<file path="src/design/i2cm_pkg.sv">
`timescale 1ns / 1ps
`default_nettype none

package i2cm_pkg;

  localparam int BITS_PER_BYTE = 8;
  localparam int BIT_IDX_W     = 4;
  localparam int PADDR_W       = 3;
  localparam int PDATA_W       = 32;

  localparam logic [PADDR_W-1:0] ADDR_HALF_PERIOD = 3'd0;
  localparam logic [7:0]         HALF_PERIOD_RST  = 8'd5;

  typedef enum logic [2:0] {
    REQ_TICK  = 3'd0,
    REQ_START = 3'd1,
    REQ_STOP  = 3'd2,
    REQ_WRITE = 3'd3,
    REQ_READ  = 3'd4
  } req_code_t;

  typedef enum logic [3:0] {
    PH_IDLE   = 4'd0,
    PH_START1 = 4'd1,
    PH_START2 = 4'd2,
    PH_STOP1  = 4'd3,
    PH_STOP2  = 4'd4,
    PH_WLOW   = 4'd5,
    PH_WHIGH  = 4'd6,
    PH_ALOW   = 4'd7,
    PH_AHIGH  = 4'd8,
    PH_RLOW   = 4'd9,
    PH_RHIGH  = 4'd10,
    PH_KLOW   = 4'd11,
    PH_KHIGH  = 4'd12
  } phase_t;

  typedef struct packed {
    logic [2:0] req_type;
    logic [7:0] data_byte;
    logic       ack_to_send;
    logic       sda_in;
  } req_item_t;

  typedef struct packed {
    logic       scl_out;
    logic       sda_out;
    logic       busy_res;
    logic       done_res;
    logic [7:0] rx_byte;
    logic       ack_received;
    logic       rejected;
  } res_item_t;

endpackage

`default_nettype wire

</file>
<file path="src/design/i2cm_if.sv">
`timescale 1ns / 1ps
`default_nettype none

interface i2cm_req_if;
  logic       valid;
  logic       ready;
  logic [2:0] req_type;
  logic [7:0] data_byte;
  logic       ack_to_send;
  logic       sda_in;

  modport source (output valid, req_type, data_byte, ack_to_send, sda_in, input ready);
  modport sink   (input valid, req_type, data_byte, ack_to_send, sda_in, output ready);
endinterface

interface i2cm_res_if;
  logic       valid;
  logic       ready;
  logic       scl_out;
  logic       sda_out;
  logic       busy_res;
  logic       done_res;
  logic [7:0] rx_byte;
  logic       ack_received;
  logic       rejected;

  modport source (output valid, scl_out, sda_out, busy_res, done_res, rx_byte,
                  ack_received, rejected, input ready);
  modport sink   (input valid, scl_out, sda_out, busy_res, done_res, rx_byte,
                  ack_received, rejected, output ready);
endinterface

`default_nettype wire

</file>
<file path="src/design/i2cm_cfg.sv">
`timescale 1ns / 1ps
`default_nettype none

module i2cm_cfg (
  input  wire logic                         clk,
  input  wire logic                         rst,
  input  wire logic                         psel,
  input  wire logic                         penable,
  input  wire logic                         pwrite,
  input  wire logic [i2cm_pkg::PADDR_W-1:0] paddr,
  input  wire logic [i2cm_pkg::PDATA_W-1:0] pwdata,
  output logic      [i2cm_pkg::PDATA_W-1:0] prdata,
  output logic                              pready,
  output logic      [7:0]                   half_period
);
  import i2cm_pkg::*;

  logic hit;

  assign pready = 1'b1;
  assign hit    = (paddr == ADDR_HALF_PERIOD);

  always_ff @(posedge clk) begin
    if (rst) begin
      half_period <= HALF_PERIOD_RST;
    end else if (psel && penable && pwrite && pready && hit) begin
      half_period <= pwdata[7:0];
    end
  end

  always_comb begin
    prdata = '0;
    if (hit) begin
      prdata[7:0] = half_period;
    end
  end

endmodule

`default_nettype wire

</file>
<file path="src/design/i2cm_seq.sv">
`timescale 1ns / 1ps
`default_nettype none

module i2cm_seq (
  input  wire logic                  clk,
  input  wire logic                  rst,
  input  wire logic                  en,
  input  wire i2cm_pkg::req_item_t   item,
  input  wire logic [7:0]            half_period,
  output i2cm_pkg::res_item_t        res_next
);
  import i2cm_pkg::*;

  localparam logic [BIT_IDX_W-1:0] BIT_LAST = BIT_IDX_W'(BITS_PER_BYTE);

  phase_t               phase, phase_next;
  logic [7:0]           tick_count, tick_count_next;
  logic [BIT_IDX_W-1:0] bit_index, bit_index_next;
  logic [7:0]           shift_byte, shift_byte_next;
  logic                 pending_ack, pending_ack_next;
  logic                 scl_level, scl_level_next;
  logic                 sda_level, sda_level_next;
  logic [7:0]           last_rx, last_rx_next;
  logic                 last_ack, last_ack_next;
  logic                 done_next, rej_next;

  logic [7:0]           limit;
  logic [7:0]           tick_inc;
  logic [BIT_IDX_W-1:0] bit_inc;

  assign limit    = (half_period == 8'd0) ? 8'd1 : half_period;
  assign tick_inc = tick_count + 8'd1;
  assign bit_inc  = bit_index + BIT_IDX_W'(1);

  always_comb begin
    phase_next       = phase;
    tick_count_next  = tick_count;
    bit_index_next   = bit_index;
    shift_byte_next  = shift_byte;
    pending_ack_next = pending_ack;
    scl_level_next   = scl_level;
    sda_level_next   = sda_level;
    last_rx_next     = last_rx;
    last_ack_next    = last_ack;
    done_next        = 1'b0;
    rej_next         = 1'b0;

    case (item.req_type)
      REQ_TICK: begin
        if (phase != PH_IDLE) begin
          if (tick_inc >= limit) begin
            tick_count_next = 8'd0;
            case (phase)
              PH_START1: begin
                sda_level_next = 1'b0;
                phase_next     = PH_START2;
              end
              PH_START2: begin
                scl_level_next = 1'b0;
                phase_next     = PH_IDLE;
                done_next      = 1'b1;
              end
              PH_STOP1: begin
                sda_level_next = 1'b1;
                phase_next     = PH_STOP2;
              end
              PH_STOP2: begin
                phase_next = PH_IDLE;
                done_next  = 1'b1;
              end
              PH_WLOW: begin
                scl_level_next = 1'b1;
                phase_next     = PH_WHIGH;
              end
              PH_WHIGH: begin
                bit_index_next = bit_inc;
                scl_level_next = 1'b0;
                if (bit_inc < BIT_LAST) begin
                  sda_level_next  = shift_byte[7];
                  shift_byte_next = {shift_byte[6:0], 1'b0};
                  phase_next      = PH_WLOW;
                end else begin
                  // release SDA for the slave acknowledge
                  sda_level_next = 1'b1;
                  phase_next     = PH_ALOW;
                end
              end
              PH_ALOW: begin
                scl_level_next = 1'b1;
                last_ack_next  = item.sda_in;
                phase_next     = PH_AHIGH;
              end
              PH_AHIGH: begin
                scl_level_next = 1'b0;
                phase_next     = PH_IDLE;
                done_next      = 1'b1;
              end
              PH_RLOW: begin
                scl_level_next  = 1'b1;
                shift_byte_next = {shift_byte[6:0], item.sda_in};
                phase_next      = PH_RHIGH;
              end
              PH_RHIGH: begin
                bit_index_next = bit_inc;
                scl_level_next = 1'b0;
                if (bit_inc < BIT_LAST) begin
                  phase_next = PH_RLOW;
                end else begin
                  last_rx_next   = shift_byte;
                  sda_level_next = pending_ack;
                  phase_next     = PH_KLOW;
                end
              end
              PH_KLOW: begin
                scl_level_next = 1'b1;
                phase_next     = PH_KHIGH;
              end
              PH_KHIGH: begin
                scl_level_next = 1'b0;
                phase_next     = PH_IDLE;
                done_next      = 1'b1;
              end
              default: begin
                phase_next = PH_IDLE;
              end
            endcase
          end else begin
            tick_count_next = tick_inc;
          end
        end
      end
      REQ_START, REQ_STOP, REQ_WRITE, REQ_READ: begin
        if (phase != PH_IDLE) begin
          rej_next = 1'b1;
        end else begin
          tick_count_next = 8'd0;
          bit_index_next  = '0;
          case (item.req_type)
            REQ_START: begin
              scl_level_next = 1'b1;
              sda_level_next = 1'b1;
              phase_next     = PH_START1;
            end
            REQ_STOP: begin
              scl_level_next = 1'b1;
              sda_level_next = 1'b0;
              phase_next     = PH_STOP1;
            end
            REQ_WRITE: begin
              scl_level_next  = 1'b0;
              sda_level_next  = item.data_byte[7];
              shift_byte_next = {item.data_byte[6:0], 1'b0};
              phase_next      = PH_WLOW;
            end
            default: begin
              shift_byte_next  = 8'd0;
              pending_ack_next = item.ack_to_send;
              scl_level_next   = 1'b0;
              sda_level_next   = 1'b1;
              phase_next       = PH_RLOW;
            end
          endcase
        end
      end
      default: begin
        // unknown code: leave the state unchanged
      end
    endcase
  end

  always_comb begin
    res_next.scl_out      = scl_level_next;
    res_next.sda_out      = sda_level_next;
    res_next.busy_res     = (phase_next != PH_IDLE);
    res_next.done_res     = done_next;
    res_next.rx_byte      = last_rx_next;
    res_next.ack_received = last_ack_next;
    res_next.rejected     = rej_next;
  end

  always_ff @(posedge clk) begin
    if (rst) begin
      phase       <= PH_IDLE;
      tick_count  <= 8'd0;
      bit_index   <= '0;
      shift_byte  <= 8'd0;
      pending_ack <= 1'b0;
      scl_level   <= 1'b1;
      sda_level   <= 1'b1;
      last_rx     <= 8'd0;
      last_ack    <= 1'b0;
    end else if (en) begin
      phase       <= phase_next;
      tick_count  <= tick_count_next;
      bit_index   <= bit_index_next;
      shift_byte  <= shift_byte_next;
      pending_ack <= pending_ack_next;
      scl_level   <= scl_level_next;
      sda_level   <= sda_level_next;
      last_rx     <= last_rx_next;
      last_ack    <= last_ack_next;
    end
  end

  a_done_to_idle: assert property (@(posedge clk) disable iff (rst)
    en && done_next |=> phase == PH_IDLE)
    else $error("sequence ended but phase did not return to idle");

  a_tick_below_limit: assert property (@(posedge clk) disable iff (rst)
    phase != PH_IDLE |-> tick_count < limit)
    else $error("tick count reached the delay limit without advancing");

  a_bit_index_range: assert property (@(posedge clk) disable iff (rst)
    bit_index <= BIT_LAST)
    else $error("bit index ran past the byte");

  a_reject_keeps_state: assert property (@(posedge clk) disable iff (rst)
    en && rej_next |=> $stable(phase) && $stable(tick_count))
    else $error("rejected command disturbed the sequencer");

endmodule

`default_nettype wire

</file>
<file path="src/design/i2c_bit_level_master.sv">
`timescale 1ns / 1ps
`default_nettype none

// Bit-level I2C master sequencer.
// req channel: one item per clock while req.ready is high, either a tick of the bit clock carrying the
//   sampled SDA level, or a command (start, stop, write byte, read byte).
// res channel: exactly one result per req item, in order, giving the SCL/SDA
//   levels to drive after that item, busy, a done pulse, the last received
//   byte, the last slave acknowledge and a reject flag for commands that
//   arrive while a sequence is running.
// APB port: one register, half_period at address 0, ticks per half SCL bit
//   (zero counts as one); write it only while the block is idle.
// Path: a req item is held in the input register, then its result in the
//   result register, which drives res.
//   Throughput: one item per cycle while res is not held; each step of the sequencer is a single
//   pass through next-state logic on the input register.
// Stall: while res is held, an item in the input register waits, and req can
//   take one more only into an empty input register; req.ready drops only when both are full.
// Reset: both registers empty, sequencer SCL and SDA levels released high, phase idle,
//   half_period back to 5.

module i2c_bit_level_master (
  input  wire logic                         clk,
  input  wire logic                         rst,
  i2cm_req_if.sink                          req,
  i2cm_res_if.source                        res,
  input  wire logic                         psel,
  input  wire logic                         penable,
  input  wire logic                         pwrite,
  input  wire logic [i2cm_pkg::PADDR_W-1:0] paddr,
  input  wire logic [i2cm_pkg::PDATA_W-1:0] pwdata,
  output logic      [i2cm_pkg::PDATA_W-1:0] prdata,
  output logic                              pready
);
  import i2cm_pkg::*;

  logic       in_valid;
  req_item_t  in_item;
  logic       in_move;
  logic       out_valid;
  res_item_t  out_item;
  res_item_t  res_next;
  logic [7:0] half_period;

  i2cm_cfg u_cfg (
    .clk         (clk),
    .rst         (rst),
    .psel        (psel),
    .penable     (penable),
    .pwrite      (pwrite),
    .paddr       (paddr),
    .pwdata      (pwdata),
    .prdata      (prdata),
    .pready      (pready),
    .half_period (half_period)
  );

  i2cm_seq u_seq (
    .clk         (clk),
    .rst         (rst),
    .en          (in_move),
    .item        (in_item),
    .half_period (half_period),
    .res_next    (res_next)
  );

  // advance the held item whenever the result register is free or draining
  assign in_move   = in_valid && (!out_valid || res.ready);
  assign req.ready = !in_valid || in_move;

  always_ff @(posedge clk) begin
    if (rst) begin
      in_valid <= 1'b0;
    end else if (req.ready) begin
      in_valid <= req.valid;
    end
  end

  always_ff @(posedge clk) begin
    if (req.ready && req.valid) begin
      in_item.req_type    <= req.req_type;
      in_item.data_byte   <= req.data_byte;
      in_item.ack_to_send <= req.ack_to_send;
      in_item.sda_in      <= req.sda_in;
    end
  end

  always_ff @(posedge clk) begin
    if (rst) begin
      out_valid <= 1'b0;
    end else if (in_move) begin
      out_valid <= 1'b1;
    end else if (res.ready) begin
      out_valid <= 1'b0;
    end
  end

  always_ff @(posedge clk) begin
    if (in_move) begin
      out_item <= res_next;
    end
  end

  assign res.valid        = out_valid;
  assign res.scl_out      = out_item.scl_out;
  assign res.sda_out      = out_item.sda_out;
  assign res.busy_res     = out_item.busy_res;
  assign res.done_res     = out_item.done_res;
  assign res.rx_byte      = out_item.rx_byte;
  assign res.ack_received = out_item.ack_received;
  assign res.rejected     = out_item.rejected;

endmodule

`default_nettype wire
</file>
<file path="src/flat_wrapper.sv">
// flat-port wrapper written by rule: the top's interface ports become plain ports
module i2c_bit_level_master_flat import i2cm_pkg::*;
  (clk, rst, psel, penable, pwrite, paddr, pwdata, prdata, pready, req_valid, req_req_type, req_data_byte, req_ack_to_send, req_sda_in, req_ready, res_valid, res_scl_out, res_sda_out, res_busy_res, res_done_res, res_rx_byte, res_ack_received, res_rejected, res_ready);
  i2cm_req_if req_i ();
  i2cm_res_if res_i ();
  input  wire logic clk;
  input  wire logic rst;
  input  wire logic psel;
  input  wire logic penable;
  input  wire logic pwrite;
  input  wire logic [i2cm_pkg::PADDR_W-1:0] paddr;
  input  wire logic [i2cm_pkg::PDATA_W-1:0] pwdata;
  output logic      [i2cm_pkg::PDATA_W-1:0] prdata;
  output logic pready;
  input wire logic [$bits(req_i.valid)-1:0] req_valid;
  input wire logic [$bits(req_i.req_type)-1:0] req_req_type;
  input wire logic [$bits(req_i.data_byte)-1:0] req_data_byte;
  input wire logic [$bits(req_i.ack_to_send)-1:0] req_ack_to_send;
  input wire logic [$bits(req_i.sda_in)-1:0] req_sda_in;
  output wire logic [$bits(req_i.ready)-1:0] req_ready;
  output wire logic [$bits(res_i.valid)-1:0] res_valid;
  output wire logic [$bits(res_i.scl_out)-1:0] res_scl_out;
  output wire logic [$bits(res_i.sda_out)-1:0] res_sda_out;
  output wire logic [$bits(res_i.busy_res)-1:0] res_busy_res;
  output wire logic [$bits(res_i.done_res)-1:0] res_done_res;
  output wire logic [$bits(res_i.rx_byte)-1:0] res_rx_byte;
  output wire logic [$bits(res_i.ack_received)-1:0] res_ack_received;
  output wire logic [$bits(res_i.rejected)-1:0] res_rejected;
  input wire logic [$bits(res_i.ready)-1:0] res_ready;
  assign req_i.valid = req_valid;
  assign req_i.req_type = req_req_type;
  assign req_i.data_byte = req_data_byte;
  assign req_i.ack_to_send = req_ack_to_send;
  assign req_i.sda_in = req_sda_in;
  assign req_ready = req_i.ready;
  assign res_valid = res_i.valid;
  assign res_scl_out = res_i.scl_out;
  assign res_sda_out = res_i.sda_out;
  assign res_busy_res = res_i.busy_res;
  assign res_done_res = res_i.done_res;
  assign res_rx_byte = res_i.rx_byte;
  assign res_ack_received = res_i.ack_received;
  assign res_rejected = res_i.rejected;
  assign res_i.ready = res_ready;
  i2c_bit_level_master u_core (.clk(clk), .rst(rst), .req(req_i), .res(res_i), .psel(psel), .penable(penable), .pwrite(pwrite), .paddr(paddr), .pwdata(pwdata), .prdata(prdata), .pready(pready));
endmodule
</file>
<file path="config.mk">
export PLATFORM = sky130hd
export DESIGN_NAME = i2c_bit_level_master_flat
export DESIGN_NICKNAME = d
export VERILOG_FILES = /design/src/design/i2cm_pkg.sv /design/src/design/i2cm_if.sv /design/src/design/i2cm_cfg.sv /design/src/design/i2cm_seq.sv /design/src/design/i2c_bit_level_master.sv /design/src/flat_wrapper.sv
export SDC_FILE = /design/constraint.sdc
export NUM_CORES = 1
export LEC_CHECK = 0
export BUFFER_PORTS_ARGS = -buffer_cell sky130_fd_sc_hd__buf_4
export CORE_MARGIN = 2
export CORE_UTILIZATION = 30
export DETAILED_ROUTE_END_ITERATION = 16
export GPL_TIMING_DRIVEN = 0
export SYNTH_ARGS = -nofsm -noshare
export SYNTH_HDL_FRONTEND = slang
export SYNTH_HIERARCHICAL = 1
export SYNTH_SLANG_ARGS = --single-unit
</file>
<file path="constraint.sdc">
create_clock -name clk -period 2.8 [get_ports clk]
set_input_delay 0.28 -clock clk [delete_from_list [all_inputs] [get_ports clk]]
set_output_delay 0.28 -clock clk [all_outputs]
set_load 0.05 [all_outputs]
</file>
==> flow_summary.html, run 1 <==
<table>
<tr><th>Metric</th><th>Value</th></tr>
<tr><th colspan="2">Clocking</th></tr>
<tr><td>Clock tree from TritonCTS</td><td>yes</td></tr>
<tr><td>Maximum buffer depth of the clock tree</td><td>2</td></tr>
<tr><td>Clk slew on worst S/H paths</td><td>0.06 ns</td></tr>
<tr><td>Number of clock sinks</td><td>73</td></tr>
<tr><td>Worst-Skew Late Latency</td><td>0.33 ns</td></tr>
<tr><td>CTS root buf</td><td>clkbuf_16</td></tr>
<tr><td>H-tree depth</td><td>3</td></tr>
<tr><td>Number of buffers created by CTS</td><td>9</td></tr>
<tr><th colspan="2">STA</th></tr>
<tr><td>F_max</td><td>367 MHz</td></tr>
<tr><td>Final clock period utilization by the worst path</td><td>97.4%</td></tr>
<tr><td>Hold Slack</td><td>0.118 ns</td></tr>
<tr><td>Final count of hold timing violations</td><td>0</td></tr>
<tr><td>Worst slew margin</td><td>40.0%</td></tr>
<tr><td>Setup TNS Final</td><td>0 ns</td></tr>
<tr><td>Slew @ Worst Pin</td><td>0.893 ns</td></tr>
<tr><td>Worst Setup Slack, final</td><td>0.0730 ns</td></tr>
<tr><td>Setup-failing EPs final</td><td>0</td></tr>
<tr><td>Post-route minimum period</td><td>2.73 ns</td></tr>
<tr><td>Number of pins with negative max-slew slack in the final report</td><td>0</td></tr>
<tr><td>Final setup skew</td><td>0.00520 ns</td></tr>
<tr><th colspan="2">Floorplan</th></tr>
<tr><td>Height of the chip</td><td>124 um</td></tr>
<tr><td>Initial standard-cell utilization of the core</td><td>30.8%</td></tr>
<tr><td>Core footprint</td><td>0.0139 sq mm</td></tr>
<tr><td>Die Area</td><td>0.0153 sq mm</td></tr>
<tr><td>Die W</td><td>124 um</td></tr>
<tr><td>Site Rows</td><td>43</td></tr>
<tr><td>I/O Pins</td><td>104</td></tr>
<tr><th colspan="2">Synth</th></tr>
<tr><td>Synthesized-area fraction occupied by ao, oa, aoi and oai cells</td><td>14.5%</td></tr>
<tr><td>Synthesized area per cell</td><td>9.61 sq um</td></tr>
<tr><td>Number of enable flip-flop cells after synthesis</td><td>27</td></tr>
<tr><td>Xor/xnor share of the synthesized area</td><td>2.25%</td></tr>
<tr><td>Cell count after synthesis</td><td>446</td></tr>
<tr><td>Simple-gate portion of the synthesized area</td><td>20.4%</td></tr>
<tr><td>Top flip-flop cell by instance count after synthesis</td><td>dfxtp_1</td></tr>
<tr><td>Cell area after technology mapping</td><td>0.00429 sq mm</td></tr>
<tr><td>Number of different library cells in the post-synthesis netlist</td><td>67</td></tr>
<tr><td>Sequential cell area fraction in the yosys report</td><td>40.4%</td></tr>
<tr><td>Fraction of the mapped netlist area in adder cells</td><td>2.92%</td></tr>
<tr><td>Count of synthesis-stage warnings from yosys</td><td>6</td></tr>
<tr><td>Seq cells post-synth</td><td>73</td></tr>
<tr><td>Largest family of logic cells by synthesized area</td><td>simple AND/OR/NAND/NOR gates</td></tr>
<tr><td>Mux cell area share after synthesis</td><td>10.2%</td></tr>
<tr><td>Post-synth ARST share</td><td>0%</td></tr>
<tr><th colspan="2">Power</th></tr>
<tr><td>Max VDD drop</td><td>0.297 mV</td></tr>
<tr><td>Leak Pwr</td><td>2.25 nW</td></tr>
<tr><td>Power density of the placed cells</td><td>487 mW/mm^2</td></tr>
<tr><td>Final total power</td><td>2.77 mW</td></tr>
<tr><th colspan="2">Final layout</th></tr>
<tr><td>Layout overhead on the synthesized area</td><td>32.5%</td></tr>
<tr><td>Seq. cell area</td><td>0.00175 sq mm</td></tr>
<tr><td>Most common library cell in the layout ignoring fill and taps</td><td>buf_4</td></tr>
<tr><td>Final standard cell count with taps included and fillers excluded</td><td>731</td></tr>
<tr><td>Net count, final</td><td>612</td></tr>
<tr><td>Commonest non-fill, non-tap cells in the layout</td><td>buf_4 (95), nor2_1 (46), dfxtp_1 (41)</td></tr>
<tr><td>Final core utilization</td><td>40.8%</td></tr>
<tr><td>Final instance area</td><td>0.00568 sq mm</td></tr>
<tr><td>Fraction of final layout cells sized beyond drive strength 1</td><td>33.0%</td></tr>
<tr><td>Number of fill cells</td><td>1361</td></tr>
<tr><td>N_diodes</td><td>0</td></tr>
<tr><td>Area taken by multi-input logic gates</td><td>0.00247 sq mm</td></tr>
<tr><th colspan="2">Place</th></tr>
<tr><td>DP Cell Count</td><td>703</td></tr>
<tr><td>HPWL reported at the end of detailed placement</td><td>7.82 mm</td></tr>
<tr><td>Routability congestion estimate</td><td>0.921</td></tr>
<tr><td>PortBufs</td><td>54</td></tr>
<tr><td>Post-placement worst setup slack</td><td>-0.636 ns</td></tr>
<tr><td>Cell area reported after detailed placement</td><td>0.00501 sq mm</td></tr>
<tr><th colspan="2">Drt</th></tr>
<tr><td>WL per Instance</td><td>15.1 um</td></tr>
<tr><td>Drt drc</td><td>0</td></tr>
<tr><td>1st-iter DRT viols</td><td>302</td></tr>
<tr><td>Via density</td><td>4.99</td></tr>
<tr><td>Routed vias</td><td>3647</td></tr>
<tr><td>Remaining antenna violation count after routing</td><td>0</td></tr>
<tr><td>WL final</td><td>11.0 mm</td></tr>
<tr><td>First-pass iteration count of the detailed router</td><td>5</td></tr>
<tr><th colspan="2">Setup path</th></tr>
<tr><td>Crit path arrival time</td><td>2.81 ns</td></tr>
<tr><td>Worst R2R Setup Slack</td><td>0.07 ns</td></tr>
<tr><td>Category of the worst setup path capture point</td><td>flop</td></tr>
<tr><td>Kind of critical path</td><td>reg -&gt; reg</td></tr>
<tr><td>Maximum fanout encountered on the critical timing path</td><td>8</td></tr>
<tr><td>Required time of the worst setup path</td><td>2.88 ns</td></tr>
<tr><td>Launching element type of the critical path</td><td>flop</td></tr>
<tr><th colspan="2">GRT</th></tr>
<tr><td>Overall track demand over capacity in global routing</td><td>14.4%</td></tr>
<tr><td>Maximum number of pins on one net before global-route repair</td><td>19</td></tr>
<tr><td>Via count of the first global-routing pass</td><td>3304</td></tr>
<tr><td>Antenna violations before repair</td><td>0</td></tr>
<tr><td>First-pass GRT wire length</td><td>16.9 mm</td></tr>
<tr><td>Overflow after GRT</td><td>0</td></tr>
<tr><th colspan="2">Run</th></tr>
<tr><td>Max-capacitance violation count</td><td>0</td></tr>
<tr><th colspan="2">Outcome</th></tr>
<tr><td>Status</td><td>completed</td></tr>
<tr><th colspan="2">Hold path</th></tr>
<tr><td>Worst hold-check path type</td><td>in -&gt; reg</td></tr>
</table>
## kinds of logic (layout without fill, tap and decap cells)
| logic type | after synthesis | in the layout |
|---|---|---|
| simple gates | 157 | 157 |
| compound gates | 86 | 86 |
| flops | 73 | 73 |
| buf+inv | 68 | 150 |
| mux | 39 | 39 |
| xor+xnor | 11 | 11 |
| fa+ha+maj | 10 | 10 |
| other cells | 2 | 25 |
## state kept, by name (all words and copies together), names as in the netlist, 4 cells and up
| signal | count |
|---|---|
| u_core/in_item | 13 |
| u_core/res.rx_byte | 8 |
| u_core/u_cfg/half_period | 8 |
| u_core/u_seq/last_rx | 8 |
| u_core/u_seq/shift_byte | 8 |
| u_core/u_seq/tick_count | 8 |
| u_core/u_seq/bit_index | 4 |
| u_core/u_seq/phase | 4 |
## critical path, cell delays in order, from the launching register on
cell      delay [ns]
dfxtp_4         0.38
ha_4            0.16
nand3_4         0.08
nor2_4          0.13
xor2_2          0.24
ha_4            0.26
a21oi_2         0.15
a21boi_2        0.09
or2_4           0.30
nor2_4          0.22
nor3_4          0.06
buf_12          0.14
mux2_2          0.27
## synth_stat cells, drive strengths merged (11+ instances only)
cell type / instances / area, sq um
nor2: 50 / 188
dfxtp: 46 / 921
buf: 35 / 270
edfxtp: 27 / 811
mux2i: 22 / 220
clkbuf: 20 / 75.1
nand2b: 20 / 125
mux2: 17 / 218
a21oi: 16 / 83.8
nor2b: 15 / 93.8
a22oi: 14 / 105
and2: 13 / 95.1
inv: 13 / 48.8
o21ai: 13 / 68.8
nand2: 12 / 45.0
nand3: 12 / 60.1
nor3: 11 / 71.3
## worst paths after layout
kind                        endpoint                       start  depth (start not counted)
max            u_core/res.rx_byte[6]  u_core/u_seq/tick_count[1]                         12
min                u_core/in_item[4]            req_data_byte[2]                          1
max reg2reg    u_core/res.rx_byte[6]  u_core/u_seq/tick_count[1]                         12
min reg2reg  u_core/u_seq/last_rx[5]     u_core/u_seq/last_rx[5]                          2
## cell type report
| type | instances | area share [%] |
|---|---|---|
| Inverter | 13 | 0.859 |
| Clock buffer | 11 | 4.10 |
| Timing Repair Buffer | 68 | 9.65 |
| Sequential cell | 73 | 30.8 |
| Tap cell | 180 | 3.96 |
| Multi-Input combinational cell | 328 | 43.4 |
| Buffer | 54 | 6.01 |
| Clock inverter | 4 | 1.21 |
## layer usage
metal	global-route usage (%)	vias up	share of wire [%]	routed length (um)
met4	5.54	0	1.5	163
met5	0	-	0	0
met3	2.86	15	6.3	695
li1	-	1751	-	-
met1	19.2	1745	45	4950
met2	23.1	136	47	5210
## where the power goes
group	internal, mW	total [mW]	switching (mW)
Combinational	0.149	0.432	0.283
Sequential	1.13	1.14	0.0146
Clock	0.771	1.19	0.420
Total	2.05	2.77	0.718
## timing repair
| action | 4_1_cts | 5_1_grt |
|---|---|---|
| hold buffers | 0 | 0 |
| endpoints found under the setup margin | 48 | 38 |
| pin swaps | 9 | 13 |
| setup buffers | 9 | 5 |
| resized for setup | 24 | 25 |
Note: power is estimated with default switching activity, not from simulation.
==> run 2: changes to the inputs <==
Settings changed: SLEW_MARGIN set to 25.
Clock period 2.8 ns to 2.52 ns, I/O delays scaled along.
==> flow_summary.html, run 2 (same netlist as run 1, synthesis figures left out) <==
<table>
<tr><th>Metric</th><th>Value</th></tr>
<tr><th colspan="2">Hold path</th></tr>
<tr><td>Worst hold-check path type</td><td>in -&gt; reg</td></tr>
<tr><td>Destination of the worst hold path</td><td>u_core/in_item[0]</td></tr>
<tr><td>Hold-critical path depth</td><td>1 (unchanged)</td></tr>
<tr><td>Startpoint of the tightest hold check path</td><td>req_sda_in</td></tr>
<tr><th colspan="2">Drt</th></tr>
<tr><td>Via density</td><td>4.96 (-0.53%)</td></tr>
<tr><td>Routed vias</td><td>3722 (+2.1%)</td></tr>
<tr><td>Met1 layer wirelength in the final routing</td><td>5.43 mm (+9.9%)</td></tr>
<tr><td>Total length of routed met2 wires</td><td>5.44 mm (+4.5%)</td></tr>
<tr><td>WL final</td><td>11.7 mm (+6.0%)</td></tr>
<tr><td>Drt drc</td><td>0 (unchanged)</td></tr>
<tr><td>Detail Route met3 WL</td><td>613 um (-12%)</td></tr>
<tr><td>Uppermost metal layer occupied by signal nets</td><td>met4</td></tr>
<tr><td>First-pass iteration count of the detailed router</td><td>5 (unchanged)</td></tr>
<tr><td>Remaining antenna violation count after routing</td><td>0 (unchanged)</td></tr>
<tr><td>WL per Instance</td><td>15.6 um (+3.3%)</td></tr>
<tr><td>1st-iter DRT viols</td><td>295 (-2.3%)</td></tr>
<tr><th colspan="2">Floorplan</th></tr>
<tr><td>I/O Pins</td><td>104 (unchanged)</td></tr>
<tr><td>Initial standard-cell utilization of the core</td><td>30.8% (unchanged)</td></tr>
<tr><td>Height of the chip</td><td>124 um (unchanged)</td></tr>
<tr><td>Die W</td><td>124 um (unchanged)</td></tr>
<tr><td>Site Rows</td><td>43 (unchanged)</td></tr>
<tr><td>Core footprint</td><td>0.0139 sq mm (unchanged)</td></tr>
<tr><td>Die Area</td><td>0.0153 sq mm (unchanged)</td></tr>
<tr><th colspan="2">STA</th></tr>
<tr><td>Post-route minimum period</td><td>2.75 ns (+0.0227 ns)</td></tr>
<tr><td>Slew @ Worst Pin</td><td>0.672 ns (-0.221 ns)</td></tr>
<tr><td>Final clock period utilization by the worst path</td><td>109% (+12 points)</td></tr>
<tr><td>Worst Setup Slack, final</td><td>-0.230 ns (-0.303 ns)</td></tr>
<tr><td>Final setup skew</td><td>0.00683 ns (+0.00163 ns)</td></tr>
<tr><td>Final count of hold timing violations</td><td>0 (unchanged)</td></tr>
<tr><td>Setup TNS Final</td><td>-5.00 ns (-5.00 ns)</td></tr>
<tr><td>Number of pins with negative max-slew slack in the final report</td><td>0 (unchanged)</td></tr>
<tr><td>Setup-failing EPs final</td><td>43 (+43)</td></tr>
<tr><td>Unrepaired setup endpoints after global routing</td><td>yes</td></tr>
<tr><td>F_max</td><td>364 MHz (-0.83%)</td></tr>
<tr><td>Worst slew margin</td><td>54.8% (+15 points)</td></tr>
<tr><th colspan="2">Setup path</th></tr>
<tr><td>Reg-to-reg endpoint</td><td>u_core/res.ack_received</td></tr>
<tr><td>Kind of critical path</td><td>reg -&gt; reg</td></tr>
<tr><td>Required time of the worst setup path</td><td>2.62 ns (-0.26 ns)</td></tr>
<tr><td>Category of the worst setup path capture point</td><td>flop</td></tr>
<tr><td>Reg2reg start</td><td>u_core/u_seq/tick_count[0]</td></tr>
<tr><td>Launching element type of the critical path</td><td>flop</td></tr>
<tr><td>Crit path arrival time</td><td>2.85 ns (+0.04 ns)</td></tr>
<tr><td>Worst R2R Setup Slack</td><td>-0.23 ns (-0.30 ns)</td></tr>
<tr><td>Length in cells of the worst reg-to-reg path</td><td>12 (unchanged)</td></tr>
<tr><td>Maximum fanout encountered on the critical timing path</td><td>7 (-1)</td></tr>
<tr><th colspan="2">Clocking</th></tr>
<tr><td>CTS root buf</td><td>clkbuf_16</td></tr>
<tr><td>Clk slew on worst S/H paths</td><td>0.06 ns (about the same)</td></tr>
<tr><td>Worst-Skew Late Latency</td><td>0.34 ns (about the same)</td></tr>
<tr><td>H-tree depth</td><td>3 (unchanged)</td></tr>
<tr><td>Clock tree from TritonCTS</td><td>yes</td></tr>
<tr><td>Maximum buffer depth of the clock tree</td><td>2 (unchanged)</td></tr>
<tr><td>Number of clock sinks</td><td>73 (unchanged)</td></tr>
<tr><td>Number of buffers created by CTS</td><td>9 (unchanged)</td></tr>
<tr><th colspan="2">Place</th></tr>
<tr><td>Cell area reported after detailed placement</td><td>0.00509 sq mm (+1.6%)</td></tr>
<tr><td>DP Cell Count</td><td>703 (unchanged)</td></tr>
<tr><td>PortBufs</td><td>54 (unchanged)</td></tr>
<tr><td>HPWL reported at the end of detailed placement</td><td>7.99 mm (+2.1%)</td></tr>
<tr><td>Post-placement worst setup slack</td><td>-0.477 ns (+0.160 ns)</td></tr>
<tr><td>Routability congestion estimate</td><td>0.933 (+1.2%)</td></tr>
<tr><th colspan="2">Final layout</th></tr>
<tr><td>Commonest non-fill, non-tap cells in the layout</td><td>buf_4 (105), nor2_1 (44), dfxtp_1 (39)</td></tr>
<tr><td>Number of fill cells</td><td>1319 (-3.1%)</td></tr>
<tr><td>Max reg flops</td><td>13 (unchanged)</td></tr>
<tr><td>Register bank with the most flops</td><td>u_core/in_item</td></tr>
<tr><td>Final standard cell count with taps included and fillers excluded</td><td>750 (+2.6%)</td></tr>
<tr><td>Most common library cell in the layout ignoring fill and taps</td><td>buf_4</td></tr>
<tr><td>Area taken by multi-input logic gates</td><td>0.00267 sq mm (+8.2%)</td></tr>
<tr><td>Seq. cell area</td><td>0.00176 sq mm (+0.43%)</td></tr>
<tr><td>Fraction of final layout cells sized beyond drive strength 1</td><td>39.8% (+6.8 points)</td></tr>
<tr><td>Final instance area</td><td>0.00603 sq mm (+6.2%)</td></tr>
<tr><td>Layout overhead on the synthesized area</td><td>40.7%</td></tr>
<tr><td>N_diodes</td><td>0 (unchanged)</td></tr>
<tr><td>Net count, final</td><td>630 (+2.9%)</td></tr>
<tr><th colspan="2">Power</th></tr>
<tr><td>Max VDD drop</td><td>0.246 mV (-17%)</td></tr>
<tr><td>Power density of the placed cells</td><td>500 mW/mm^2 (+2.7%)</td></tr>
<tr><td>Leak Pwr</td><td>2.38 nW (+5.9%)</td></tr>
<tr><td>Final total power</td><td>3.02 mW (+9.1%)</td></tr>
<tr><th colspan="2">GRT</th></tr>
<tr><td>Antenna violations before repair</td><td>0 (unchanged)</td></tr>
<tr><td>Via count of the first global-routing pass</td><td>3462 (+4.8%)</td></tr>
<tr><td>First-pass GRT wire length</td><td>17.9 mm (+5.5%)</td></tr>
<tr><td>Overflow after GRT</td><td>0 (unchanged)</td></tr>
<tr><td>Maximum number of pins on one net before global-route repair</td><td>19 (unchanged)</td></tr>
<tr><td>Overall track demand over capacity in global routing</td><td>15.3% (+0.84 points)</td></tr>
<tr><th colspan="2">Outcome</th></tr>
<tr><td>Status</td><td>complete, but fails checks</td></tr>
<tr><td>Failing checks</td><td>negative setup slack</td></tr>
<tr><th colspan="2">Run</th></tr>
<tr><td>Max-capacitance violation count</td><td>0 (unchanged)</td></tr>
</table>
==> run 2: worst max path at each step <==
stage                               startpoint                         end  slack (ns)
detailed placement  u_core/u_seq/tick_count[0]  u_core/u_seq/tick_count[0]       -0.48
floorplan           u_core/u_seq/tick_count[0]       u_core/res.rx_byte[0]       -0.09
finish              u_core/u_seq/tick_count[0]     u_core/res.ack_received       -0.23
global route        u_core/u_seq/tick_count[0]     u_core/res.ack_received       -0.33
CTS                 u_core/u_seq/tick_count[0]         u_core/res.busy_res       -0.26
global placement    u_core/u_seq/tick_count[2]         u_core/res.busy_res       -0.47
==> run 2: cell type report <==
type | count | area share, %
Clock inverter | 7 | 1.04
Inverter | 13 | 0.809
Timing Repair Buffer | 89 | 12.0
Tap cell | 180 | 3.73
Buffer | 51 | 5.31
Sequential cell | 73 | 29.1
Multi-Input combinational cell | 328 | 44.2
Clock buffer | 9 | 3.73
==> run 2: what timing repair did <==
item,in CTS,in global routing
pin swaps,12,27
setup buffers,13,22
setup endpoints to repair,46,48
resized for setup,26,56
hold buffers,0,0
==> run 2: worst max-delay path, cell delays in order (launching register included) <==
cell and delay (ns):
dfxtp_4 0.39, ha_4 0.17, nand3_4 0.09, nor2_4 0.12, xor2_2 0.22, ha_4 0.26, a21oi_2 0.15, a21boi_2 0.10
nor2_4 0.27, nand2_2 0.15, nand3_1 0.11, mux2_2 0.35, buf_4 0.13
==> run 2: power breakdown <==
part | switching [mW] | internal [mW]
Combinational | 0.331 | 0.179
Sequential | 0.0167 | 1.25
Clock | 0.555 | 0.685
Total | 0.902 | 2.12
==> run 2: metal layers <==
metal | up-vias | global-route usage (%)
li1 | 1793 | -
met1 | 1787 | 20.7
met2 | 133 | 23.0
met3 | 9 | 3.51
met4 | 0 | 6.89
met5 | - | 0
==> run 2: metrics by stage <==
| step | utilization [%] | hold WS [ns] |
|---|---|---|
| 2_1_floorplan | - | 0.314 |
| 3_3_place_gp | 36.6 | 0.430 |
| 3_5_place_dp | 36.6 | 0.431 |
| 4_1_cts | 40.2 | 0.0781 |
| 5_1_grt | 43.3 | 0.0776 |
| 6_report | 43.3 | 0.0858 |
